**src/design/allm_pkg.sv**
```systemverilog
// Shared types and constants for the array linked-list manager.
// Holds command, status and emit codes plus the controller/datapath interface structs.
// No dependencies.
`default_nettype none

package allm_pkg;

    // Field widths of the stream payloads.
    localparam int CMD_W     = 2;
    localparam int ITEM_W    = 32;
    localparam int STATUS_W  = 2;
    localparam int LOC_W     = 5;
    localparam int COUNT_W   = 6;
    localparam int S_TDATA_W = 40;
    localparam int M_TDATA_W = 48;

    // A dump never gives more results than this.
    localparam int OUT_LIMIT = 32;

    typedef enum logic [1:0] {
        CMD_INS_HEAD = 2'd0,
        CMD_INS_TAIL = 2'd1,
        CMD_SEARCH   = 2'd2,
        CMD_DUMP     = 2'd3
    } cmd_t;

    typedef enum logic [1:0] {
        ST_OK        = 2'd0,
        ST_OVERFLOW  = 2'd1,
        ST_NOT_FOUND = 2'd2,
        ST_EMPTY     = 2'd3
    } status_t;

    // Which result the datapath loads into its output register.
    typedef enum logic [2:0] {
        EM_FULL  = 3'd0,
        EM_NEW   = 3'd1,
        EM_FOUND = 3'd2,
        EM_MISS  = 3'd3,
        EM_EMPTY = 3'd4,
        EM_NODE  = 3'd5
    } emit_kind_t;

    // Controller to datapath.
    typedef struct packed {
        logic       latch_in;
        logic       wr_new;
        logic       link_to_head;
        logic       set_head;
        logic       inc_count;
        logic       start_walk;
        logic       step_walk;
        logic       link_tail;
        logic       emit;
        emit_kind_t kind;
    } dp_cmd_t;

    // Datapath to controller.
    typedef struct packed {
        cmd_t cmd;
        logic full;
        logic list_empty;
        logic match;
        logic link_node;
        logic walk_last;
        logic steps_full;
        logic dump_fin;
        logic out_free;
    } dp_sts_t;

endpackage

`default_nettype wire

```
**src/design/allm_ram.sv**
```systemverilog
// Generic single-port-write, single-port-read RAM with a registered read.
// Used for the node value and next-link arrays. No dependencies.
`default_nettype none

module allm_ram #(
    parameter int WIDTH = 32,
    parameter int DEPTH = 32
) (
    input  wire logic                     clk,
    input  wire logic                     wr_en,
    input  wire logic [$clog2(DEPTH)-1:0] wr_addr,
    input  wire logic [WIDTH-1:0]         wr_data,
    input  wire logic                     rd_en,
    input  wire logic [$clog2(DEPTH)-1:0] rd_addr,
    output logic      [WIDTH-1:0]         rd_data
);

    logic [WIDTH-1:0] mem [DEPTH];

    always_ff @(posedge clk)
    begin
        if (wr_en)
        begin
            mem[wr_addr] <= wr_data;
        end
        if (rd_en)
        begin
            rd_data <= mem[rd_addr];
        end
    end

endmodule

`default_nettype wire

```
**src/design/allm_dpath.sv**
```systemverilog
// Datapath of the linked-list manager: node memories, list head, element count,
// walk pointer and the output register. Depends on allm_pkg and allm_ram.
`default_nettype none

module allm_dpath
    import allm_pkg::*;
#(
    parameter int DEPTH = 32
) (
    input  wire logic                 clk,
    input  wire logic                 rst_n,
    input  wire logic [S_TDATA_W-1:0] s_tdata,
    output logic      [M_TDATA_W-1:0] m_tdata,
    output logic                      m_tlast,
    output logic                      m_tvalid,
    input  wire logic                 m_tready,
    input  wire dp_cmd_t              cmd,
    output dp_sts_t                   sts
);

    localparam int IW = $clog2(DEPTH);
    localparam int LW = $clog2(DEPTH + 1);
    localparam logic [LW-1:0] NULL_LINK = LW'(DEPTH);
    localparam logic [LW-1:0] LAST_STEP = LW'(DEPTH - 1);

    cmd_t              cmd_reg,   cmd_next;
    logic [ITEM_W-1:0] item_reg,  item_next;
    logic [LW-1:0]     head_reg,  head_next;
    logic [LW-1:0]     cnt_reg,   cnt_next;
    logic [IW-1:0]     p_reg,     p_next;
    logic [LW-1:0]     steps_reg, steps_next;

    logic                out_valid_reg,  out_valid_next;
    status_t             out_status_reg, out_status_next;
    logic [LOC_W-1:0]    out_loc_reg,    out_loc_next;
    logic [ITEM_W-1:0]   out_value_reg,  out_value_next;
    logic [COUNT_W-1:0]  out_count_reg,  out_count_next;
    logic                out_last_reg,   out_last_next;

    logic [ITEM_W-1:0] val_rdata;
    logic [LW-1:0]     link_rdata;
    logic [IW-1:0]     new_node;
    logic [IW-1:0]     walk_addr;
    logic              link_wr_en;
    logic [IW-1:0]     link_wr_addr;
    logic [LW-1:0]     link_wr_data;
    logic              rd_en;
    logic [LW-1:0]     cnt_inc;
    logic              link_node;
    logic              walk_last;
    logic              at_cap;
    logic              dump_fin;

    // Nodes are never released, so the free chain is simply the next unused index.
    assign new_node  = cnt_reg[IW-1:0];
    assign cnt_inc   = cnt_reg + LW'(1);
    assign link_node = link_rdata < NULL_LINK;
    assign walk_last = steps_reg == LAST_STEP;
    assign at_cap    = 8'(steps_reg) == 8'(OUT_LIMIT - 1);
    assign dump_fin  = !link_node || walk_last || at_cap;

    assign rd_en     = cmd.start_walk || cmd.step_walk;
    assign walk_addr = cmd.start_walk ? head_reg[IW-1:0] : link_rdata[IW-1:0];

    assign link_wr_en   = cmd.wr_new || cmd.link_tail;
    assign link_wr_addr = cmd.link_tail ? p_reg : new_node;
    always_comb
    begin
        if (cmd.link_tail)
        begin
            link_wr_data = LW'(new_node);
        end
        else if (cmd.link_to_head)
        begin
            link_wr_data = head_reg;
        end
        else
        begin
            link_wr_data = NULL_LINK;
        end
    end

    allm_ram #(
        .WIDTH (ITEM_W),
        .DEPTH (DEPTH)
    ) u_values (
        .clk     (clk),
        .wr_en   (cmd.wr_new),
        .wr_addr (new_node),
        .wr_data (item_reg),
        .rd_en   (rd_en),
        .rd_addr (walk_addr),
        .rd_data (val_rdata)
    );

    allm_ram #(
        .WIDTH (LW),
        .DEPTH (DEPTH)
    ) u_links (
        .clk     (clk),
        .wr_en   (link_wr_en),
        .wr_addr (link_wr_addr),
        .wr_data (link_wr_data),
        .rd_en   (rd_en),
        .rd_addr (walk_addr),
        .rd_data (link_rdata)
    );

    // Input capture, list head, count and walk pointer.
    always_comb
    begin
        cmd_next   = cmd.latch_in ? cmd_t'(s_tdata[CMD_W-1:0]) : cmd_reg;
        item_next  = cmd.latch_in ? s_tdata[CMD_W +: ITEM_W] : item_reg;
        head_next  = cmd.set_head ? LW'(new_node) : head_reg;
        cnt_next   = cmd.inc_count ? cnt_inc : cnt_reg;
        p_next     = p_reg;
        steps_next = steps_reg;
        if (cmd.start_walk)
        begin
            p_next     = head_reg[IW-1:0];
            steps_next = '0;
        end
        else if (cmd.step_walk)
        begin
            p_next     = link_rdata[IW-1:0];
            steps_next = steps_reg + LW'(1);
        end
    end

    // Output register.
    always_comb
    begin
        out_valid_next  = out_valid_reg && !m_tready;
        out_status_next = out_status_reg;
        out_loc_next    = out_loc_reg;
        out_value_next  = out_value_reg;
        out_count_next  = out_count_reg;
        out_last_next   = out_last_reg;
        if (cmd.emit)
        begin
            out_valid_next = 1'b1;
            out_count_next = COUNT_W'(cmd.inc_count ? cnt_inc : cnt_reg);
            out_last_next  = 1'b1;
            out_loc_next   = '0;
            out_value_next = '0;
            case (cmd.kind)
                EM_FULL:
                begin
                    out_status_next = ST_OVERFLOW;
                end
                EM_NEW:
                begin
                    out_status_next = ST_OK;
                    out_loc_next    = LOC_W'(new_node);
                    out_value_next  = item_reg;
                end
                EM_FOUND:
                begin
                    out_status_next = ST_OK;
                    out_loc_next    = LOC_W'(p_reg);
                    out_value_next  = item_reg;
                end
                EM_MISS:
                begin
                    out_status_next = ST_NOT_FOUND;
                end
                EM_EMPTY:
                begin
                    out_status_next = ST_EMPTY;
                end
                EM_NODE:
                begin
                    out_status_next = ST_OK;
                    out_loc_next    = LOC_W'(p_reg);
                    out_value_next  = val_rdata;
                    out_last_next   = dump_fin;
                end
                default:
                begin
                    out_status_next = ST_OK;
                end
            endcase
        end
    end

    always_ff @(posedge clk or negedge rst_n)
    begin
        if (!rst_n)
        begin
            head_reg      <= NULL_LINK;
            cnt_reg       <= '0;
            out_valid_reg <= 1'b0;
        end
        else
        begin
            head_reg      <= head_next;
            cnt_reg       <= cnt_next;
            out_valid_reg <= out_valid_next;
        end
    end

    always_ff @(posedge clk)
    begin
        cmd_reg        <= cmd_next;
        item_reg       <= item_next;
        p_reg          <= p_next;
        steps_reg      <= steps_next;
        out_status_reg <= out_status_next;
        out_loc_reg    <= out_loc_next;
        out_value_reg  <= out_value_next;
        out_count_reg  <= out_count_next;
        out_last_reg   <= out_last_next;
    end

    assign m_tdata  = {3'b000, out_count_reg, out_value_reg, out_loc_reg, out_status_reg};
    assign m_tlast  = out_last_reg;
    assign m_tvalid = out_valid_reg;

    assign sts.cmd        = cmd_reg;
    assign sts.full       = cnt_reg == NULL_LINK;
    assign sts.list_empty = head_reg == NULL_LINK;
    assign sts.match      = val_rdata == item_reg;
    assign sts.link_node  = link_node;
    assign sts.walk_last  = walk_last;
    assign sts.steps_full = steps_reg == NULL_LINK;
    assign sts.dump_fin   = dump_fin;
    assign sts.out_free   = !out_valid_reg || m_tready;

endmodule

`default_nettype wire

```
**src/design/allm_ctrl.sv**
```systemverilog
// Controller state machine of the linked-list manager.
// Sequences dispatch, list walks and result emission. Depends on allm_pkg.
`default_nettype none

module allm_ctrl
    import allm_pkg::*;
(
    input  wire logic    clk,
    input  wire logic    rst_n,
    input  wire logic    s_tvalid,
    output logic         s_tready,
    input  wire dp_sts_t sts,
    output dp_cmd_t      cmd
);

    typedef enum logic [5:0] {
        S_IDLE      = 6'b000001,
        S_DISPATCH  = 6'b000010,
        S_TAIL_WALK = 6'b000100,
        S_TAIL_LINK = 6'b001000,
        S_SEARCH    = 6'b010000,
        S_DUMP      = 6'b100000
    } state_t;

    state_t state_reg, state_next;

    always_comb
    begin
        state_next = state_reg;
        cmd        = '0;
        cmd.kind   = EM_NEW;
        s_tready   = 1'b0;
        case (state_reg)
            S_IDLE:
            begin
                s_tready     = 1'b1;
                cmd.latch_in = s_tvalid;
                if (s_tvalid)
                begin
                    state_next = S_DISPATCH;
                end
            end
            S_DISPATCH:
            begin
                case (sts.cmd)
                    CMD_INS_HEAD, CMD_INS_TAIL:
                    begin
                        if (sts.full)
                        begin
                            cmd.kind = EM_FULL;
                            cmd.emit = sts.out_free;
                            if (sts.out_free)
                            begin
                                state_next = S_IDLE;
                            end
                        end
                        else if (sts.cmd == CMD_INS_HEAD || sts.list_empty)
                        begin
                            // The new node becomes the head in one step.
                            if (sts.out_free)
                            begin
                                cmd.wr_new       = 1'b1;
                                cmd.link_to_head = sts.cmd == CMD_INS_HEAD;
                                cmd.set_head     = 1'b1;
                                cmd.inc_count    = 1'b1;
                                cmd.emit         = 1'b1;
                                state_next       = S_IDLE;
                            end
                        end
                        else
                        begin
                            cmd.wr_new     = 1'b1;
                            cmd.start_walk = 1'b1;
                            state_next     = S_TAIL_WALK;
                        end
                    end
                    CMD_SEARCH:
                    begin
                        if (sts.list_empty)
                        begin
                            cmd.kind = EM_MISS;
                            cmd.emit = sts.out_free;
                            if (sts.out_free)
                            begin
                                state_next = S_IDLE;
                            end
                        end
                        else
                        begin
                            cmd.start_walk = 1'b1;
                            state_next     = S_SEARCH;
                        end
                    end
                    CMD_DUMP:
                    begin
                        if (sts.list_empty)
                        begin
                            cmd.kind = EM_EMPTY;
                            cmd.emit = sts.out_free;
                            if (sts.out_free)
                            begin
                                state_next = S_IDLE;
                            end
                        end
                        else
                        begin
                            cmd.start_walk = 1'b1;
                            state_next     = S_DUMP;
                        end
                    end
                    default:
                    begin
                        state_next = S_IDLE;
                    end
                endcase
            end
            S_TAIL_WALK:
            begin
                if (sts.link_node && !sts.steps_full)
                begin
                    cmd.step_walk = 1'b1;
                end
                else
                begin
                    state_next = S_TAIL_LINK;
                end
            end
            S_TAIL_LINK:
            begin
                if (sts.out_free)
                begin
                    cmd.link_tail = 1'b1;
                    cmd.inc_count = 1'b1;
                    cmd.emit      = 1'b1;
                    state_next    = S_IDLE;
                end
            end
            S_SEARCH:
            begin
                if (sts.match)
                begin
                    cmd.kind = EM_FOUND;
                    cmd.emit = sts.out_free;
                    if (sts.out_free)
                    begin
                        state_next = S_IDLE;
                    end
                end
                else if (!sts.link_node || sts.walk_last)
                begin
                    cmd.kind = EM_MISS;
                    cmd.emit = sts.out_free;
                    if (sts.out_free)
                    begin
                        state_next = S_IDLE;
                    end
                end
                else
                begin
                    cmd.step_walk = 1'b1;
                end
            end
            S_DUMP:
            begin
                cmd.kind = EM_NODE;
                if (sts.out_free)
                begin
                    cmd.emit = 1'b1;
                    if (sts.dump_fin)
                    begin
                        state_next = S_IDLE;
                    end
                    else
                    begin
                        cmd.step_walk = 1'b1;
                    end
                end
            end
            default:
            begin
                state_next = S_IDLE;
            end
        endcase
    end

    always_ff @(posedge clk or negedge rst_n)
    begin
        if (!rst_n)
        begin
            state_reg <= S_IDLE;
        end
        else
        begin
            state_reg <= state_next;
        end
    end

endmodule

`default_nettype wire

```
**src/design/array_linked_list_manager.sv**
```systemverilog
// Top level of the array-based linked-list manager.
// Instantiates allm_ctrl and allm_dpath; uses types from allm_pkg.
//
// The block keeps a singly linked list in a pool of DEPTH nodes, held in two
// small RAMs (values and next links), and takes one command per item: insert
// at head, insert at tail, search for a value, or dump the list in order.
// Every result carries the element count after the command and the last flag
// marks the final result of a command. Commands are handled one at a time. An
// insert at head, any insert into an empty list, an insert into a full pool
// and any command on an empty list need no walk. An insert at tail, a search
// and a dump walk the list through the link RAM at one node per cycle, a dump
// only while the output is taken. A dump gives one result per cycle while the
// output is taken. Back pressure on the output simply pauses a dump walk. Since
// nodes are never released, no pass over the RAMs is needed after reset: only
// entries that have been written are ever read, and the block is ready right
// after reset.
`default_nettype none

module array_linked_list_manager
    import allm_pkg::*;
#(
    parameter int DEPTH = 32
) (
    input  wire logic                 clk,
    input  wire logic                 rst_n,
    // s_tdata: cmd [1:0], item [33:2], zero pad [39:34].
    input  wire logic [S_TDATA_W-1:0] s_tdata,
    input  wire logic                 s_tvalid,
    output logic                      s_tready,
    // m_tdata: status [1:0], location [6:2], value [38:7],
    // element_count [44:39], zero pad [47:45].
    output logic      [M_TDATA_W-1:0] m_tdata,
    output logic                      m_tlast,
    output logic                      m_tvalid,
    input  wire logic                 m_tready
);

    dp_cmd_t dp_cmd;
    dp_sts_t dp_sts;

    allm_ctrl u_ctrl (
        .clk      (clk),
        .rst_n    (rst_n),
        .s_tvalid (s_tvalid),
        .s_tready (s_tready),
        .sts      (dp_sts),
        .cmd      (dp_cmd)
    );

    allm_dpath #(
        .DEPTH (DEPTH)
    ) u_dpath (
        .clk      (clk),
        .rst_n    (rst_n),
        .s_tdata  (s_tdata),
        .m_tdata  (m_tdata),
        .m_tlast  (m_tlast),
        .m_tvalid (m_tvalid),
        .m_tready (m_tready),
        .cmd      (dp_cmd),
        .sts      (dp_sts)
    );

endmodule

`default_nettype wire
```
**config.mk**
```make
export PLATFORM = sky130hd
export DESIGN_NAME = array_linked_list_manager
export DESIGN_NICKNAME = d
export VERILOG_FILES = /design/src/design/allm_pkg.sv /design/src/design/allm_ram.sv /design/src/design/allm_dpath.sv /design/src/design/allm_ctrl.sv /design/src/design/array_linked_list_manager.sv
export SDC_FILE = /design/constraint.sdc
export NUM_CORES = 2
export LEC_CHECK = 0
export ABC_CLOCK_PERIOD_IN_PS = 4100
export BUFFER_PORTS_ARGS = -buffer_cell sky130_fd_sc_hd__buf_2
export CAP_MARGIN = 20
export CORE_MARGIN = 2
export CORE_UTILIZATION = 50
export DETAILED_ROUTE_END_ITERATION = 10
export HOLD_SLACK_MARGIN = 0.05
export PLACE_DENSITY = 0.68
export SLEW_MARGIN = 10
export SYNTH_ARGS = -nofsm -noshare
export SYNTH_HDL_FRONTEND = slang
export SYNTH_SLANG_ARGS = --single-unit
```
**constraint.sdc**
```tcl
create_clock -name clk -period 4.1 [get_ports clk]
set_input_delay 0.205 -clock clk [delete_from_list [all_inputs] [get_ports clk]]
set_output_delay 0.205 -clock clk [all_outputs]
set_load 0.01 [all_outputs]
```
* Word-level counts from Yosys, hierarchy flattened
Memories as Yosys holds them, arrays and structs flattened. A register that Yosys moved wholly into a read port is not among the register bits.
Index checks and enable logic that the tools add are counted.
** Operators by class
- Div/mod/pow operators :: 0
- $mul :: 0
- Equality and inequality tests :: 24
- Bitwise logic cells :: 0
- Mux-type cells :: 60
- Magnitude comparators :: 1
- Add/sub/neg operators :: 2
- Shift-type cells :: 0
- Reduce and logical (&&, ||, !) cells :: 20
** Operator list (number)
- 2-to-1 mux 6 bit :: 14
- case mux 32 bit (2 select lines) :: 1
- case mux 6 bit (6 select lines) :: 1
- equality test 32 bit :: 1
- 2-to-1 mux 5 bit :: 5
- equality test 6 bit (second input constant) :: 4
- 2-to-1 mux 4 bit :: 6
- 2-to-1 mux 1 bit :: 21
- case mux 6 bit (3 select lines) :: 1
- adder 6 x 1 -> 6 bit (second input constant) :: 2
- equality test 6 x 5 -> 1 bit (second input constant) :: 2
- case mux 4 bit (3 select lines) :: 1
- case mux 5 bit (2 select lines) :: 1
- case mux 3 bit (3 select lines) :: 1
- OR reduction 2 bit :: 4
- equality test 3 x 2 -> 1 bit (second input constant) :: 2
- equality test 3 bit (second input constant) :: 2
- equality test 6 x 1 -> 1 bit (second input constant) :: 1
- equality test 6 x 2 -> 1 bit (second input constant) :: 1
- equality test 6 x 3 -> 1 bit (second input constant) :: 1
- equality test 6 x 4 -> 1 bit (second input constant) :: 1
- logical OR 1 bit :: 6
- less-than comparator 6 bit (second input constant) :: 1
- 2-to-1 mux 3 bit :: 2
- 17 further kinds :: 25
** Word-level totals
- Output and inout bits :: 51
- Memory bits (writable) :: 1216
- Bits in latches :: 0
- Input bits :: 44
- Memories :: 2
- Flip-flop bits (word level) :: 110
- Word-level logic and storage cells :: 122
- Bits in read-only memories :: 0
** Memories
- u_dpath.u_values.mem :: depth 32, width 32, rd ports 1, clocked after memory_dff 1, write ports 1, line allm_ram.sv:18 : logic [WIDTH-1:0] mem [DEPTH];
- u_dpath.u_links.mem :: depth 32, width 6, rd ports 1, clocked after memory_dff 1, write ports 1, line allm_ram.sv:18

* Depth between registers and ports, before layout
- Depth after elaboration :: 10
- Gate-level depth with buffers :: 13

* By module
From an unflattened synthesis, not the netlist that was laid out.
** Unflattened totals
- Cells, all modules :: 2964
- Area total of the unflattened synthesis :: 53545.1 µm²
** By module, submodules not included
- allm_ram (u_dpath.u_values) :: times used 1, area an instance 40805.4 µm², cells each 2260, sequential area each 31710.4 µm²
- allm_ram (u_dpath.u_links) :: times used 1, area an instance 7649.8 µm², cells each 323, sequential area each 5945.7 µm²
- allm_dpath :: times used 1, area an instance 4498.1 µm², cells each 304, sequential area each 2999.1 µm²
- allm_ctrl :: times used 1, area an instance 591.8 µm², cells each 77, sequential area each 151.4 µm²

* Worst setup path after synthesis
OpenSTA, ideal clock, no wires.
- Path type :: register to register
- Start point :: register u_dpath.head_reg[0]
- End point :: register u_dpath.out_last_reg, in the netlist u_dpath.m_tlast, enable pin
- Stages on the path, launching flop included :: 7
- Clock period less this slack :: 4164 ps
- Arrival :: 3715 ps
- Required time :: 3650 ps
- Slack :: -64 ps
- Library setup time :: 450 ps
- Cell sequence :: dfrtp_1 or4b_4 or2_2 nand3_1 a31oi_1 and3_1 nor2_1
** RTL lines
- start: declaration :: line allm_dpath.sv:28 : logic [LW-1:0] head_reg, head_next;
- start signal: assignment :: line allm_dpath.sv:196 : head_reg <= head_next;
- end signal: assignment :: line allm_dpath.sv:212 : out_last_reg <= out_last_next;
- end: declaration :: line allm_dpath.sv:38 : logic out_last_reg, out_last_next;

* Final worst setup path
- Start point :: register u_dpath.cnt_reg[0]
- End point :: register u_dpath.u_values.rd_data[21], read port of u_dpath.u_values.mem, data pin
** Between the ends
- Word-level cells in the longest chain between the ends :: 5
- Elaborated cells between the ends (all ways) :: 6
- Those cells by class :: 1 x eq/ne; 4 x mux; 1 x reduce/logical
** RTL lines
- start: declaration :: line allm_dpath.sv:29 : logic [LW-1:0] cnt_reg, cnt_next;
- start signal: assignment :: line allm_dpath.sv:197 : cnt_reg <= cnt_next;
- equality test 6 bit * :: line allm_dpath.sv:220 : assign sts.full = cnt_reg == NULL_LINK;
- 2-to-1 mux 5 bit * :: line allm_ctrl.sv:48 : if (sts.full)
- case mux 1 bit (2 select lines) * :: line allm_ctrl.sv:45 : case (sts.cmd)
- 2-to-1 mux 1 bit * :: line allm_ctrl.sv:33 : case (state_reg)
- 2-to-1 mux 5 bit / logical OR 1 bit (equally long branches) :: line allm_dpath.sv:63, allm_dpath.sv:62
- end: declaration :: line allm_ram.sv:15 : output logic [WIDTH-1:0] rd_data
Mark *: on every way between the ends. The rest lies on a longest branch, timed or not.
A chain may end at the register's enable or synchronous reset.

==> reports/metrics.sh <==
STATUS='complete, no violations'
CRITPATHKIND='flop to flop'
FP.DIEH_UM=338.1
WL_PER_CELL_UM=30.85
HOLD_VIOL=0
ASYNCSETRESETFLOPFRACSYNTH_PCT=1.393
GRT_PASS1_VIAS=34142
PATH_MAX_FANOUT=19
MAXSLEWVIOLCOUNT=0
WORSTSETUPENDPOINTTYPE='flop'
MAXIMUM_CLOCK_RATE_GHz=0.2685
MAX_FLOP_REGISTER='u_dpath.u_values.mem'
PERIOD_SHARE_PCT=90.82
IOPINCOUNT=95
HP-START='s_tdata[2]'
DRC_ERRORS=0
POSTSYNTHAREAPERCELL_UM2=15.47
FINAL_ANTENNA_NET_COUNT=0
AREAL_POWER_DENSITY_OVER_THE_CELLS_mW_PER_MM2=553.3
PROPORTION_OF_LAYOUT_CELLS_WITH_A_DRIVE_SUFFIX_ABOVE_1_PCT=14.52
POST_SYNTH_INSTANCE_AREA_MM2=0.05581
GRT_OVERFLOW_TOTAL=0
DETAIL_ROUTE.FIRST_PASS.ITERATIONS=8
WORSTMARGINPINSLEW_NS=1.043
CTS_MADE_BUFFERS=140
AREA_DELTA_SYNTH_FINAL_PCT=14.45
GRT_MAX_DEGREE=139
POST-DP-HPWL_MM=85.23
CLOCK-SKEW-FINAL_NS=0.04093
DR_TOTAL_VIAS=35798
GRT_SETUP_UNREPAIRED='no'
PEAKVDDDROP_V=0.0004189
DIE_AREA_MM2=0.1143
ROUTED_WIRELENGTH_MM=163.8
SYNTH_AREA_LEADERS='sky130_fd_sc_hd__edfxtp_1, sky130_fd_sc_hd__a211oi_1, sky130_fd_sc_hd__and3_1, sky130_fd_sc_hd__o21ai_0, sky130_fd_sc_hd__a32o_1'
PLACE_AREA_MM2=0.05926
GRT_ANTENNA_BEFORE_REPAIR=3
NFILLCELLS=8327
CP-STARTPOINT='u_dpath.cnt_reg[0]'
MAX_SLEW_MARGIN_PCT=30.45
PLACEABLECOREAREA_MM2=0.1107
MULTI_INPUT_GATE_AREA_IN_THE_FINAL_LAYOUT_MM2=0.01371
SYNTH_SEQUENTIAL_AREA_RATIO_PCT=73.11
TIMING.SETUP.TNS_NS=0
TRITONCTS='yes'
CLKLATENCYLATEPIN_NS=0.77
MAX_CAP_VIOLS=0
SETUP_VIOL_COUNT_FINAL=0
PLACEMENTROWS=122
AREA.SEQUENTIAL_MM2=0.04081
CLOCK_SINKS=1364
GP_CONGESTION=0.8206
SETUP.WORST_PATH.START_CLASS='flop'
YOSYS_WARNINGS=0
IO_BUFFER_COUNT=85
GRT_UTIL_ALL_LAYERS_PCT=27.99
CTSHTREEMAXLEVEL=4
DIE_W_UM=338.1
DOMINANTREGCELLSYNTH='sky130_fd_sc_hd__edfxtp_1'
INITIAL_CORE_UTILIZATION_PCT=50.43
YOSYS.AREA.TOP_TYPE_SHARE_PCT=72.04
GRT_FIRST_PASS_WIRELENGTH_MM=235.5
POSTSYNTHREGISTERBITS=1364
SYNTH_AREA_LEADER_CELL='sky130_fd_sc_hd__edfxtp_1'
REG.LARGEST.LIST='u_dpath.u_values.mem: 1024 flops, u_dpath.u_links.mem: 192 flops'
CLOCKBUFFERDEPTH=3
DATA_REQUIRED_CRITICAL_PATH_NS=4.66
N_ANTENNA_CELL=0
ROUTED_VIA_DENSITY=6.742
DP_CELLS=5026
FINISH.INSTANCE_AREA_MM2=0.06388
CRIT-REG2REG-LAUNCH='u_dpath.cnt_reg[0]'
LAYOUT_MIN_CYCLE_TIME_NS=3.724
NUMBER_OF_SYNTHESIZED_FLOPS_WITH_AN_ENABLE_PIN=1339
QUANTITY_OF_GATES_RESIZED_FOLLOWING_CTS=0
POST_ROUTE_NON_FILLER_STANDARD_CELL_COUNT=5310
FINAL_CORE_UTILIZATION_PCT=57.72
CLK_TRANSITION_REPORTED_PATHS_NS=0.06
POST_SYNTH_NUM_CELL_TYPES=72
NETLIST_INSTANCES=3608
LEAKAGE_uW=0.02052
CTS.ROOT.BUFFER_CELL='sky130_fd_sc_hd__clkbuf_16'
WORSTPATHARRIVAL_NS=4.29
FINALNETCOUNT=3771
HOLD_PATH_CLASS='input port to flop'
DR.FIRST_ITER.DRC_COUNT=5553
LARGEST_REG_FLOPS=1024
[metal layers]
metal	GRT usage (%)	part of all wire (%)	wire (um)
met5	0	0.0079	13
met2	44.02	47	76770
met3	5.739	11	17970
met1	38.34	38	62380
met4	11.24	4.1	6666
[synth_stat cells (3+ instances only)]
master                     number
sky130_fd_sc_hd__edfxtp_1    1339
sky130_fd_sc_hd__and3_1       385
sky130_fd_sc_hd__a211oi_1     380
sky130_fd_sc_hd__o21ai_0      249
sky130_fd_sc_hd__clkbuf_1     183
sky130_fd_sc_hd__nand3_1      130
sky130_fd_sc_hd__a32oi_1      116
sky130_fd_sc_hd__a32o_1       115
sky130_fd_sc_hd__buf_2        112
sky130_fd_sc_hd__o31a_1       105
sky130_fd_sc_hd__nor2_1        84
sky130_fd_sc_hd__a22o_1        38
sky130_fd_sc_hd__xnor2_1       36
sky130_fd_sc_hd__nor4_2        35
sky130_fd_sc_hd__o41a_1        35
sky130_fd_sc_hd__nand2_1       32
sky130_fd_sc_hd__buf_4         18
sky130_fd_sc_hd__buf_6         17
sky130_fd_sc_hd__dfrtp_1       17
sky130_fd_sc_hd__a21oi_1       15
sky130_fd_sc_hd__inv_1         15
sky130_fd_sc_hd__a31oi_1       12
sky130_fd_sc_hd__buf_1         12
sky130_fd_sc_hd__o31ai_1       11
sky130_fd_sc_hd__nand4_1       10
sky130_fd_sc_hd__mux2i_1        7
sky130_fd_sc_hd__nand2b_1       7
sky130_fd_sc_hd__and2_1         6
sky130_fd_sc_hd__dfxtp_1        6
sky130_fd_sc_hd__ha_1           6
sky130_fd_sc_hd__nor3_1         6
sky130_fd_sc_hd__or2_2          6
sky130_fd_sc_hd__and4_1         4
sky130_fd_sc_hd__nor3b_1        4
sky130_fd_sc_hd__or3_1          4
sky130_fd_sc_hd__nor2b_1        3
sky130_fd_sc_hd__o41ai_1        3
[worst max-delay path: stages, from the launching register on]
cell                       delay [ns]
sky130_fd_sc_hd__dfrtp_1         0.49
sky130_fd_sc_hd__inv_1           0.21
sky130_fd_sc_hd__ha_1            0.29
sky130_fd_sc_hd__nand3b_1        0.21
sky130_fd_sc_hd__o211a_4         0.28
sky130_fd_sc_hd__a211o_2         0.40
sky130_fd_sc_hd__and2_4          0.42
sky130_fd_sc_hd__buf_4           0.37
sky130_fd_sc_hd__a211oi_1        0.11
sky130_fd_sc_hd__o41a_1          0.46
sky130_fd_sc_hd__nor4_2          0.29
[path summary, 6_finish.rpt]
check / endpoint / cells after the start / slack (ns)
worst max register to register: u_dpath.u_values.rd_data[21] / 10 / 0.38
worst min register to register: u_dpath.head_reg[5] / 2 / 0.50
worst max-delay path: u_dpath.u_values.rd_data[21] / 10 / 0.38
max in group asynchronous: u_ctrl.state_reg[5] / 4 / 2.31
worst min-delay path: u_dpath.item_reg[0] / 2 / 0.16
min in group asynchronous: u_dpath.head_reg[5] / 3 / 0.52
[placed cells by master (no fill, tap or decap), types with 6 or more instances in the layout]
cell / netlist / final
sky130_fd_sc_hd__clkinv_2: 0 / 9
sky130_fd_sc_hd__dfrtp_1: 17 / 17
sky130_fd_sc_hd__nor2_4: 0 / 37
sky130_fd_sc_hd__a211oi_1: 380 / 380
sky130_fd_sc_hd__o41a_1: 35 / 35
sky130_fd_sc_hd__buf_12: 0 / 79
sky130_fd_sc_hd__nand4_1: 10 / 10
sky130_fd_sc_hd__edfxtp_1: 1339 / 1339
sky130_fd_sc_hd__nor4_2: 35 / 35
sky130_fd_sc_hd__nand2b_1: 7 / 7
sky130_fd_sc_hd__dlygate4sd3_1: 0 / 40
sky130_fd_sc_hd__o21ai_0: 249 / 245
sky130_fd_sc_hd__nand2_1: 32 / 32
sky130_fd_sc_hd__buf_2: 112 / 85
sky130_fd_sc_hd__xnor2_1: 36 / 36
sky130_fd_sc_hd__a21oi_1: 15 / 13
sky130_fd_sc_hd__dfxtp_1: 6 / 6
sky130_fd_sc_hd__and3_1: 385 / 384
sky130_fd_sc_hd__a32oi_1: 116 / 116
sky130_fd_sc_hd__a32o_1: 115 / 115
sky130_fd_sc_hd__clkbuf_1: 183 / 41
sky130_fd_sc_hd__clkbuf_16: 0 / 144
sky130_fd_sc_hd__o31ai_1: 11 / 10
sky130_fd_sc_hd__nor2_1: 84 / 47
sky130_fd_sc_hd__ha_1: 6 / 6
sky130_fd_sc_hd__inv_1: 15 / 15
sky130_fd_sc_hd__or2_2: 6 / 6
sky130_fd_sc_hd__clkinv_1: 0 / 32
sky130_fd_sc_hd__buf_4: 18 / 108
sky130_fd_sc_hd__nor3_1: 6 / 6
sky130_fd_sc_hd__o31a_1: 105 / 105
sky130_fd_sc_hd__a31oi_1: 12 / 12
sky130_fd_sc_hd__a22o_1: 38 / 38
sky130_fd_sc_hd__mux2i_1: 7 / 7
sky130_fd_sc_hd__nand3_1: 130 / 129
[power breakdown]
group | internal, uW | total, uW | switching (uW) | leakage [uW]
clock network | 6620 | 11800 | 5220 | 0.00203
logic | 2300 | 6920 | 4610 | 0.00617
registers | 16300 | 16600 | 318 | 0.0123
total | 25200 | 35300 | 10200 | 0.0205
[cell type report]
class / count / share of cell area [%]
Multi-Input combinational cell: 1887 / 21.47
Inverter: 15 / 0.08814
Clock inverter: 56 / 0.6386
Timing Repair Buffer: 313 / 5.081
Tap cell: 1488 / 2.915
Clock buffer: 187 / 5.925
Sequential cell: 1364 / 63.88
[per-stage QoR]
| step | setup WS [ns] | total power, uW | hold WS, ns |
|---|---|---|---|
| after floorplan | 0.4930 | 20950 | -0.09059 |
| after global placement | 0.4556 | 23480 | 0.1803 |
| after detailed placement | 0.4863 | 23610 | 0.1877 |
| after CTS | 0.4378 | 35310 | 0.1106 |
| after global routing | 0.2338 | 36400 | 0.1457 |
| final | 0.3762 | 35340 | 0.1586 |
[what timing repair did]
action / CTS / global route
hold buffers: 40 / 0
hold endpoints to repair: 58 / 0
setup endpoints to repair: 0 / 0
buffers inserted: 0 / 0
[cells by family after synthesis]
| logic type | share of synthesized area (%) |
|---|---|
| buffers and inverters | 3.038 |
| multiplexers | 0.1659 |
| AND/OR/NAND/NOR | 7.916 |
| other | 0.006719 |
| XOR/XNOR | 0.5963 |
| flip-flops | 73.11 |
| AO/OA/AOI/OAI | 15.03 |
| adder cells (fa/ha/maj) | 0.1345 |
Power figures use the tool's default switching activity.
